===== src/hw/rtl/rv32s_pkg.sv =====
// ----------------------------------------------------------------------------
// RV32I step unit package
// Shared constants and types for the front end, queue and execution core.
// ----------------------------------------------------------------------------
package rv32s_pkg;

   localparam int MEM_WORDS = 4096;
   localparam int MEM_AW    = $clog2(MEM_WORDS);

   localparam logic [6:0]  OPC_LUI    = 7'b0110111;
   localparam logic [6:0]  OPC_AUIPC  = 7'b0010111;
   localparam logic [6:0]  OPC_OPIMM  = 7'b0010011;
   localparam logic [6:0]  OPC_OP     = 7'b0110011;
   localparam logic [6:0]  OPC_LOAD   = 7'b0000011;
   localparam logic [6:0]  OPC_STORE  = 7'b0100011;
   localparam logic [6:0]  OPC_JALR   = 7'b1100111;
   localparam logic [6:0]  OPC_JAL    = 7'b1101111;
   localparam logic [6:0]  OPC_BRANCH = 7'b1100011;
   localparam logic [31:0] ECALL_WORD = 32'h0000_0073;
   localparam logic [6:0]  ALT_F7     = 7'b0100000;
   localparam logic [19:0] COUNT_MAX  = 20'hFFFFF;
   localparam logic [19:0] LIMIT_RESET = 20'd1000000;
   localparam logic [31:0] SYS_EXIT   = 32'd10;
   localparam logic [31:0] SYS_PRINT  = 32'd4;

   // Item as it leaves the front end
   typedef struct packed {
      logic        func;
      logic [11:0] index;
      logic [31:0] data;
   } item_type;

   typedef struct packed {
      logic [31:0] next_pc;
      logic        halted;
      logic        print_valid;
      logic [31:0] print_value;
      logic        illegal_op;
      logic        mem_fault;
      logic        timed_out;
   } result_type;

   typedef enum logic [2:0] {
      ST_IDLE, ST_FETCH, ST_DECODE, ST_MEM, ST_DONE
   } core_state_type;

endpackage


===== src/hw/rtl/rv32s_queue.sv =====
// ----------------------------------------------------------------------------
// RV32I step unit item queue
// Four-entry queue between front end and execution core.
// ----------------------------------------------------------------------------
module rv32s_queue import rv32s_pkg::*; (
   input  logic     clock,
   input  logic     reset,
   input  logic     push,
   input  item_type push_item,
   output logic     full,
   input  logic     pop,
   output logic     not_empty,
   output item_type head
);
   item_type   slot_ff [4];
   logic [1:0] wp_ff, rp_ff;
   logic [2:0] cnt_ff;

   assign full      = cnt_ff == 3'd4;
   assign not_empty = cnt_ff != 3'd0;
   assign head      = slot_ff[rp_ff];

   always_ff @(posedge clock) begin
      if (push) slot_ff[wp_ff] <= push_item;
      if (reset) begin
         wp_ff  <= '0;
         rp_ff  <= '0;
         cnt_ff <= '0;
      end else begin
         if (push) wp_ff <= wp_ff + 2'd1;
         if (pop)  rp_ff <= rp_ff + 2'd1;
         cnt_ff <= cnt_ff + {2'b0, push} - {2'b0, pop};
      end
   end
endmodule


===== config.mk =====
export PLATFORM = sky130hd
export DESIGN_NAME = rv32s_queue
export DESIGN_NICKNAME = d
export VERILOG_FILES = /design/src/hw/rtl/rv32s_pkg.sv /design/src/hw/rtl/rv32s_queue.sv
export SDC_FILE = /design/constraint.sdc
export NUM_CORES = 1
export LEC_CHECK = 0
export BUFFER_PORTS_ARGS = -buffer_cell sky130_fd_sc_hd__buf_4
export CAP_MARGIN = 20
export CORE_MARGIN = 4
export CORE_UTILIZATION = 36
export CTS_CLUSTER_SIZE = 8
export DETAILED_ROUTE_END_ITERATION = 8
export PLACE_DENSITY = 0.58
export SETUP_SLACK_MARGIN = 0.4
export SYNTH_ARGS = -nofsm -noshare
export SYNTH_HDL_FRONTEND = slang
export SYNTH_SLANG_ARGS = --single-unit

===== constraint.sdc =====
create_clock -name clock -period 2.3 [get_ports clock]
set_input_delay 0.23 -clock clock [delete_from_list [all_inputs] [get_ports clock]]
set_output_delay 0.23 -clock clock [all_outputs]
set_load 0.1 [all_outputs]

==> impl_metrics.json, run 1 <==
{
  "synth.distinct_cells": 22,
  "clkSinkCount": 189,
  "avgViaCountPerCell": 4.64,
  "die_h_um": 147,
  "fin_ws_ns": 0.236,
  "clock_latency_ns": 0.43,
  "timing.hold.ws_ns": 0.0333,
  "r2r-end": "cnt_ff[2]$_SDFF_PP0_",
  "hold_class": "input pin to register",
  "drt.antenna.violating_nets": 0,
  "cts_max_path_buffers": 2,
  "r2r_slack_ns": 0.54,
  "finClkSkew_ns": 0.0146,
  "max_freq_mhz": 485,
  "synth_nets": 333,
  "place.gp.congestion": 0.624,
  "min_to": "wp_ff[0]$_SDFFE_PP0P_",
  "grt_overflow": 0,
  "fin_util_pct": 50.2,
  "r2r-start": "cnt_ff[0]$_SDFF_PP0_",
  "arrival_ns": 1.83,
  "drt_iter0_drc": 142,
  "ys_seq_area_share_pct": 79.9,
  "yosysWarnings": 0,
  "num_rows": 50,
  "final_cells": 719,
  "cts_tree": "yes",
  "worstSetupPathType": "register to output port",
  "ir_worst_vdd_v": 0.000557,
  "setup_viol": 0,
  "final-max-slew-violation-count": 0,
  "wl_um": 13000,
  "maxCapViolCount": 0,
  "antenna_found_initial": 1,
  "hpwl_um": 7750,
  "io_buffers": 95,
  "cp_max_fo": 7,
  "finalNetCount": 502,
  "first_global_vias": 3711,
  "rsz0062_at_grt": "true",
  "critPathLaunchType": "register",
  "p_leak_uw": 0.00329,
  "reg2reg_depth": 7,
  "grt_pass1_wl_um": 20500,
  "clk_pin_slew_ns": 0.06,
  "period_share_pct": 89.7,
  "powerDensity_nw_per_um2": 977,
  "required_ns": 2.07,
  "die_w_um": 147,
  "tns_ns": 0,
  "syn-instance-count": 277,
  "fillerInstances": 1567,
  "synth-seq-cells": 189,
  "antenna_cells": 0,
  "wl_per_cell_um": 18.1,
  "grt_max_degree": 27,
  "cts_made_buffers": 17,
  "initial_utilization_pct": 37.0,
  "status": "finished, final reports clean",
  "post-place-ws_ns": 0.416,
  "whs_path_depth": 2,
  "htree_levels": 4,
  "synth_area_leaders": "edfxtp_1 (77%), mux4_2 (13%), dfxtp_1 (2.6%)",
  "drt_first_pass_iters": 4,
  "io_pins": 96,
  "worstMarginPinSlew_ns": 0.441,
  "grtUsageTotal_pct": 12.7,
  "dp_cells": 634,
  "synth_top_area_share_pct": 77.3,
  "syn_avg_cell_area_um2": 25.2,
  "coreArea_um2": 18900,
  "hold_path_startpoint": "reset",
  "area_delta_synth_final_pct": 35.7,
  "die-area_um2": 21700,
  "syn_area_um2": 6990,
  "cp-end-kind": "output port",
  "root_buffer": "clkbuf_16",
  "drive_gt1_share_pct": 42.9,
  "hold_viol_final": 0,
  "dr_total_vias": 3337,
  "yosys.area.top_type": "edfxtp_1",
  "drcViolationCount": 0,
  "layout_min_cycle_time_ns": 2.06,
  "slew-limit-headroom_pct": 70.6
}
-- placed cells by master, fill, tap and decap left out, drive strengths merged, types with 2 or more instances in the layout --
cell type    netlist  routed
and2               4       4
nor2               5       5
inv                6       8
nor2b              2       2
buf                9     114
dlygate4sd3        0      45
xnor2              2       2
edfxtp           180     180
clkbuf             1      19
mux4              45      45
clkinv             0       6
dfxtp              9       9
ha                 6       6
bufinv             0       6
-- cells by family (layout without fill, tap and decap cells) --
kind of cell | after synthesis | count (layout) | synth area share (%)
fa+ha+maj | 7 | 7 | 1.36
mux | 46 | 46 | 14.9
compound gates | 2 | 2 | 0.215
buf+inv | 16 | 198 | 1.99
xor+xnor | 3 | 3 | 0.590
simple gates | 14 | 14 | 1.09
flops | 189 | 189 | 79.9
-- flip-flops by register name (all words and copies together) (netlist names), named ones only --
name / cells
slot_ff: 180
cnt_ff: 3
rp_ff: 2
wp_ff: 2
-- layout make-up --
| class | instances | area (um2) | area share (%) |
|---|---|---|---|
| tap | 260 | 325 | 3.43 |
| clock inverter | 14 | 239 | 2.52 |
| multi-input combinational | 72 | 1260 | 13.3 |
| sequential | 189 | 5590 | 58.9 |
| clock buffer | 18 | 429 | 4.52 |
| inverter | 6 | 22.5 | 0.237 |
| timing repair buffer | 160 | 1620 | 17.1 |
-- power by group --
group	leakage [uW]	switching [uW]	total, uW	internal [uW]
registers	0.00173	59.4	4010	3950
clock network	0.000329	1220	3260	2040
logic	0.00124	1340	2000	658
total	0.00329	2620	9270	6650
-- per-stage QoR --
step | power [uW] | area [um2]
2_1_floorplan | 5460 | 7000
3_3_place_gp | 5850 | 8070
3_5_place_dp | 5880 | 8070
4_1_cts | 9360 | 9450
5_1_grt | 9610 | 9490
6_report | 9270 | 9490
-- synth_stat cells, drive strengths merged --
library cell / count
buf: 9
nor2b: 2
nand3b: 1
and2: 4
inv: 6
mux2i: 1
or3: 1
ha: 6
edfxtp: 180
fa: 1
nor2: 5
and3: 1
clkbuf: 1
a21bo: 1
xor3: 1
a21oi: 1
dfxtp: 9
xnor2: 2
mux4: 45
-- metal layers --
metal,global-route usage [%],wire length [um]
met1,16.8,5940
met2,20.2,6360
met3,3.46,506
met4,5.17,201
met5,0,7
-- critical path, stage by stage, from the launching register on --
cell	delay, ns
dfxtp_4	0.43
buf_12	0.13
clkbuf_16	0.14
mux4_2	0.50
buf_6	0.20
-- how the worst max path moves through the flow --
stage	start	endpoint	slack, ns	depth (start not counted)
finish	register	head[17]	0.24	4
detailed placement	register	head[44]	0.42	3
floorplan	register	head[0]	0.60	2
CTS	register	head[36]	0.19	4
global placement	register	head[44]	0.42	3
global route	register	head[42]	0.15	3
-- timing repair --
action,in CTS,in global routing
hold endpoints to repair,176,0
buffers inserted,6,0
hold buffers,45,0
cloned,1,1
gates resized for setup,54,7
setup endpoints to repair,45,45
(Power assumes the default switching activity.)
==> run 2, diff against run 1 <==
--- a/config.mk
+++ b/config.mk
@@ -13,6 +13,7 @@
 export DETAILED_ROUTE_END_ITERATION = 8
 export PLACE_DENSITY = 0.58
 export SETUP_SLACK_MARGIN = 0.4
+export SLEW_MARGIN = 10
 export SYNTH_ARGS = -nofsm -noshare
 export SYNTH_HDL_FRONTEND = slang
 export SYNTH_SLANG_ARGS = --single-unit
==> constraint.sdc (replaced) <==
create_clock -name clock -period 2.3 [get_ports clock]
set_input_delay 0.46 -clock clock [delete_from_list [all_inputs] [get_ports clock]]
set_output_delay 0.46 -clock clock [all_outputs]
set_load 0.1 [all_outputs]
==> run 2 against run 1 <==
Net effect:
- the flow now finishes with violations (negative setup slack)
- sequential share of layout area rose by 1.3 points
- register-to-register slack better by 0.02 ns
- core utilization decreased by 1.1 points
- cell area fell by 2.2%
- clock skew decreased by 0.0073 ns
- critical endpoint is now head[2]
- clock-buffer cell count down 1
- via count down 4.0%
- worst hold slack improved by 0.20 ns
- critical path type unchanged
==> impl_metrics.json, run 2 (synthesis results as in run 1) <==
{
  "antenna_cells": 0,
  "num_rows": 50,
  "timing.hold.ws_ns": 0.236,
  "slew-limit-headroom_pct": 68.0,
  "htree_levels": 4,
  "slowest_stage": "mux4_2",
  "tns_ns": -0.0276,
  "io_pins": 96,
  "final_common_cell": "edfxtp_1",
  "top_register": "slot_ff",
  "cts_tree": "yes",
  "final_cells": 677,
  "drt.antenna.violating_nets": 0,
  "clock_latency_ns": 0.42,
  "largest_reg_flops": 180,
  "coreArea_um2": 18900,
  "drt_first_pass_iters": 5,
  "critPathBufInv": 4,
  "worstSetupPathType": "register to output port",
  "antenna_found_initial": 1,
  "post_dp_cell_area_um2": 8120,
  "p_leak_uw": 0.00318,
  "period_share_pct": 101,
  "max_freq_mhz": 433,
  "avgViaCountPerCell": 4.73,
  "powerDensity_nw_per_um2": 964,
  "place.gp.congestion": 0.703,
  "setup_viol": 4,
  "layout_common_cells": "edfxtp_1 (180), buf_4 (56), mux4_2 (45)",
  "initial_utilization_pct": 37.0,
  "crit_chain": "buf_12 > buf_12 > buf_16 > mux4_2 > buf_12",
  "required_ns": 1.84,
  "die_w_um": 147,
  "finClkSkew_ns": 0.00724,
  "cp-end-kind": "output port",
  "die_h_um": 147,
  "worstMarginPinSlew_ns": 0.480,
  "first_global_vias": 3556,
  "grt_pass1_wl_um": 20300,
  "critPathLaunchType": "register",
  "violations": "negative setup slack",
  "cts_max_path_buffers": 2,
  "dp_cells": 633,
  "finalNetCount": 460,
  "layout_min_cycle_time_ns": 2.31,
  "ir_worst_vdd_v": 0.000586,
  "io_buffers": 95,
  "cts_made_buffers": 17,
  "hpwl_um": 7850,
  "maxCapViolCount": 0,
  "cp_max_fo": 5,
  "final-max-slew-violation-count": 0,
  "total_power_uw": 8950,
  "reg_top3": "slot_ff: 180 flops, cnt_ff: 3 flops",
  "root_buffer": "clkbuf_16",
  "dr_total_vias": 3204,
  "hold_viol_final": 0,
  "fin_ws_ns": -0.0118,
  "grtUsageTotal_pct": 12.5,
  "grt_max_degree": 44,
  "status": "finished with violations",
  "cp_common_cell": "buf_12",
  "rsz0062_at_grt": "true",
  "die-area_um2": 21700,
  "arrival_ns": 1.85,
  "clkSinkCount": 189,
  "wl_um": 13100,
  "drt_iter0_drc": 215,
  "hold_class": "input pin to register",
  "wl_per_cell_um": 19.4,
  "final_area_um2": 9280,
  "clk_pin_slew_ns": 0.07,
  "area_delta_synth_final_pct": 32.7,
  "drcViolationCount": 0,
  "drive_gt1_share_pct": 48.0,
  "grt_overflow": 0,
  "cpLargestDelayFamily": "multiplexers",
  "critPathMaxStageDelay_ns": 0.53
}
==> run 2: cell types whose count changed in the layout (fill, tap and decap cells not counted), moves of 3 or more <==
cell,delta
buf_8,+4
bufinv_16,-4
buf_6,-24
dlygate4sd3_1,-45
buf_12,+26
buf_4,-6
buf_16,+3
==> run 2: where the power goes <==
| group | leakage [uW] | switching, uW | internal (uW) |
|---|---|---|---|
| logic | 0.00117 | 1370 | 757 |
| registers | 0.00173 | 48.5 | 3950 |
| clock network | 0.000283 | 1220 | 1600 |
==> run 2: final cells by class <==
class,instances,area (um2)
Timing Repair Buffer,118,1520
Tap cell,260,325
Sequential cell,189,5590
Clock inverter,15,144
Inverter,6,22.5
Multi-Input combinational cell,72,1260
Clock buffer,17,425
Fill cell,1584,9610
==> run 2: layer usage <==
| layer | track usage [%] | vias up | routed length (um) |
|---|---|---|---|
| met3 | 3.74 | 18 | 618 |
| met4 | 4.61 | 2 | 192 |
| met2 | 19.8 | 82 | 6410 |
| met5 | 0 | - | 20 |
| met1 | 16.6 | 1681 | 5900 |
| li1 | - | 1421 | - |
==> run 2: worst paths after layout <==
path / from / end / slack, ns / cells after the start
setup / recovery: register / head[2] / -0.01 / 5
hold / removal: push_item[7] / slot_ff[2][7]$_DFFE_PP_ / 0.24 / 1
setup reg to reg: cnt_ff[0]$_SDFF_PP0_ / cnt_ff[2]$_SDFF_PP0_ / 0.56 / 7
hold reg to reg: rp_ff[0]$_SDFFE_PP0P_ / register / 0.55 / 2
==> run 2: repair_timing <==
| action | CTS | global route |
|---|---|---|
| resized for setup | 100 | 8 |
| setup buffers | 7 | 1 |
| endpoints found under the setup margin | 45 | 45 |
| cloned | 3 | 1 |
| hold buffers | 0 | 0 |
==> run 2: through the flow <==
stage	utilization [%]	setup slack, ns
after floorplan	-	0.365
after global placement	43.0	0.338
after detailed placement	43.0	0.319
after CTS	48.8	-0.0460
after global routing	49.1	-0.0702
final	49.1	-0.0118
==> run 3, diff against run 2 <==
--- a/config.mk
+++ b/config.mk
@@ -11,7 +11,7 @@
 export CORE_UTILIZATION = 36
 export CTS_CLUSTER_SIZE = 8
 export DETAILED_ROUTE_END_ITERATION = 8
-export PLACE_DENSITY = 0.58
+export PLACE_DENSITY = 0.55
 export SETUP_SLACK_MARGIN = 0.4
 export SLEW_MARGIN = 10
 export SYNTH_ARGS = -nofsm -noshare
==> run 3 against run 2 <==
Net effect:
- the flow now finishes without violations
- cell area fell by 2.0%
- wire length fell by 1.4%
- first-iteration DRC count fell by 32%
- combinational power fell by 3%
- core utilization fell by 0.99 points
- clock-buffer cell count rose by 2
- register-to-register slack barely moved
- critical path type unchanged
- flip-flop and latch count did not move
- non-clock buffer count fell by 4
- maximum frequency rose by 0.80%
- cell count fell by 0.59%
- largest cell class unchanged
- total power fell by 1.9%
==> impl_metrics.json, run 3 (synthesis results as in run 1) <==
{
  "area_delta_synth_final_pct": 30.1,
  "status": "finished, final reports clean",
  "period_share_pct": 99.7,
  "first_global_vias": 3465,
  "hold_buffers": 0,
  "finClkSkew_ns": 0.00800,
  "post-place-ws_ns": 0.303,
  "cpLargestDelayFamily": "multiplexers",
  "dr_total_vias": 3135,
  "clock_latency_ns": 0.42,
  "place.gp.congestion": 0.678,
  "hold_path_startpoint": "push_item[11]",
  "cp_max_fo": 7,
  "root_buffer": "clkbuf_16",
  "worstSetupPathType": "register to output port",
  "setup_viol": 0,
  "cts_tree": "yes",
  "finalNetCount": 456,
  "fin_ws_ns": 0.00653,
  "antenna_found_initial": 1,
  "largest_reg_flops": 180,
  "critPathMaxStageDelay_ns": 0.50,
  "cts_made_buffers": 17,
  "grt_pass1_wl_um": 19800,
  "powerDensity_nw_per_um2": 965,
  "r2r-end": "cnt_ff[2]$_SDFF_PP0_",
  "cp.depth": 4,
  "drt.antenna.violating_nets": 0,
  "clkSinkCount": 189,
  "rsz0062_at_grt": "true",
  "slew-limit-headroom_pct": 65.6,
  "final_common_cell": "edfxtp_1",
  "die_h_um": 147,
  "wl_per_cell_um": 19.2,
  "dp_cells": 634,
  "htree_levels": 4,
  "reg2reg_depth": 7,
  "whs_path_depth": 1,
  "grtUsageTotal_pct": 12.3,
  "p_leak_uw": 0.00311,
  "wl_um": 12900,
  "crit_chain": "buf_12 > clkbuf_16 > mux4_2 > buf_6",
  "hpwl_um": 7760,
  "critPathBufInv": 3,
  "clk_pin_slew_ns": 0.07,
  "final-max-slew-violation-count": 0,
  "die-area_um2": 21700,
  "drive_gt1_share_pct": 46.7,
  "critPathLaunchType": "register",
  "required_ns": 1.84,
  "antenna_cells": 0,
  "reg_top3": "slot_ff: 180 flops, cnt_ff: 3 flops",
  "timing.hold.ws_ns": 0.237,
  "worstMarginPinSlew_ns": 0.516,
  "num_rows": 50,
  "die_w_um": 147,
  "maxCapViolCount": 0,
  "hold_viol_final": 0,
  "layout_min_cycle_time_ns": 2.29,
  "drcViolationCount": 0,
  "r2r-start": "cnt_ff[0]$_SDFF_PP0_",
  "slowest_stage": "mux4_2",
  "arrival_ns": 1.83,
  "hold_class": "input pin to register",
  "ir_worst_vdd_v": 0.000481,
  "final_cells": 673,
  "io_pins": 96,
  "cp-end-kind": "output port",
  "min_to": "slot_ff[3][11]$_DFFE_PP_",
  "coreArea_um2": 18900,
  "grt_max_degree": 46,
  "avgViaCountPerCell": 4.66,
  "max_freq_mhz": 436,
  "cts_max_path_buffers": 2,
  "drt_iter0_drc": 146,
  "drt_first_pass_iters": 6,
  "r2r_slack_ns": 0.55,
  "grt_overflow": 0,
  "initial_utilization_pct": 37.0,
  "top_register": "slot_ff",
  "io_buffers": 95,
  "layout_common_cells": "edfxtp_1 (180), buf_4 (62), mux4_2 (44)"
}
==> run 3: changes by cell type in the layout (fill, tap and decap cells not counted), sizes merged <==
cell    before  now
clkbuf      18   20
bufinv       2    1
clkinv       8    7
buf        117  113
==> run 3: metrics by stage <==
step                      setup TNS, ns  area (um2)  power [uW]  utilization [%]
final                                 0        9100        8780             48.2
after CTS                        -0.400        9040        8880             47.9
after detailed placement              0        8090        5890             42.8
after floorplan                       0        7000        5460                -
after global routing              -1.06        9100        9130             48.2
after global placement                0        8090        5870             42.8
==> run 3: layout make-up <==
| class | instances | area [um2] |
|---|---|---|
| inverters | 6 | 22.5 |
| repair buffers | 114 | 1350 |
| multi-input cells | 72 | 1260 |
| flip-flops and latches | 189 | 5590 |
| clock buffers | 19 | 433 |
| clock inverters | 13 | 116 |
| fillers | 1577 | 9800 |
| well taps | 260 | 325 |
==> run 3: worst max-delay path by stage <==
stage                         from                   end  slack, ns
after detailed placement       pop  cnt_ff[2]$_SDFF_PP0_       0.30
after CTS                 register              head[18]      -0.04
final                     register              head[19]      0.007
after global routing      register               head[3]      -0.06
after global placement    register              head[42]       0.32
after floorplan           register               head[0]       0.37
==> run 3: repair_timing <==
item                       4_1_cts  5_1_grt
gates cloned                     1        1
setup buffers                    4        1
resized for setup               90        6
setup endpoints to repair       45       46
==> run 3: per-layer routing <==
metal  global-route usage [%]  routed length (um)  up-vias
met2                     20.2                6650       72
met1                     15.3                5410     1636
met3                     4.02                 682       15
li1                         -                   -     1410
met5                        0                  13        -
met4                     4.75                 197        2
==> run 3: where the power goes <==
part | total, uW | switching [uW] | internal, uW
clock network | 2710 | 1210 | 1500
registers | 4000 | 51.4 | 3950
logic | 2060 | 1350 | 709
total | 8780 | 2620 | 6160
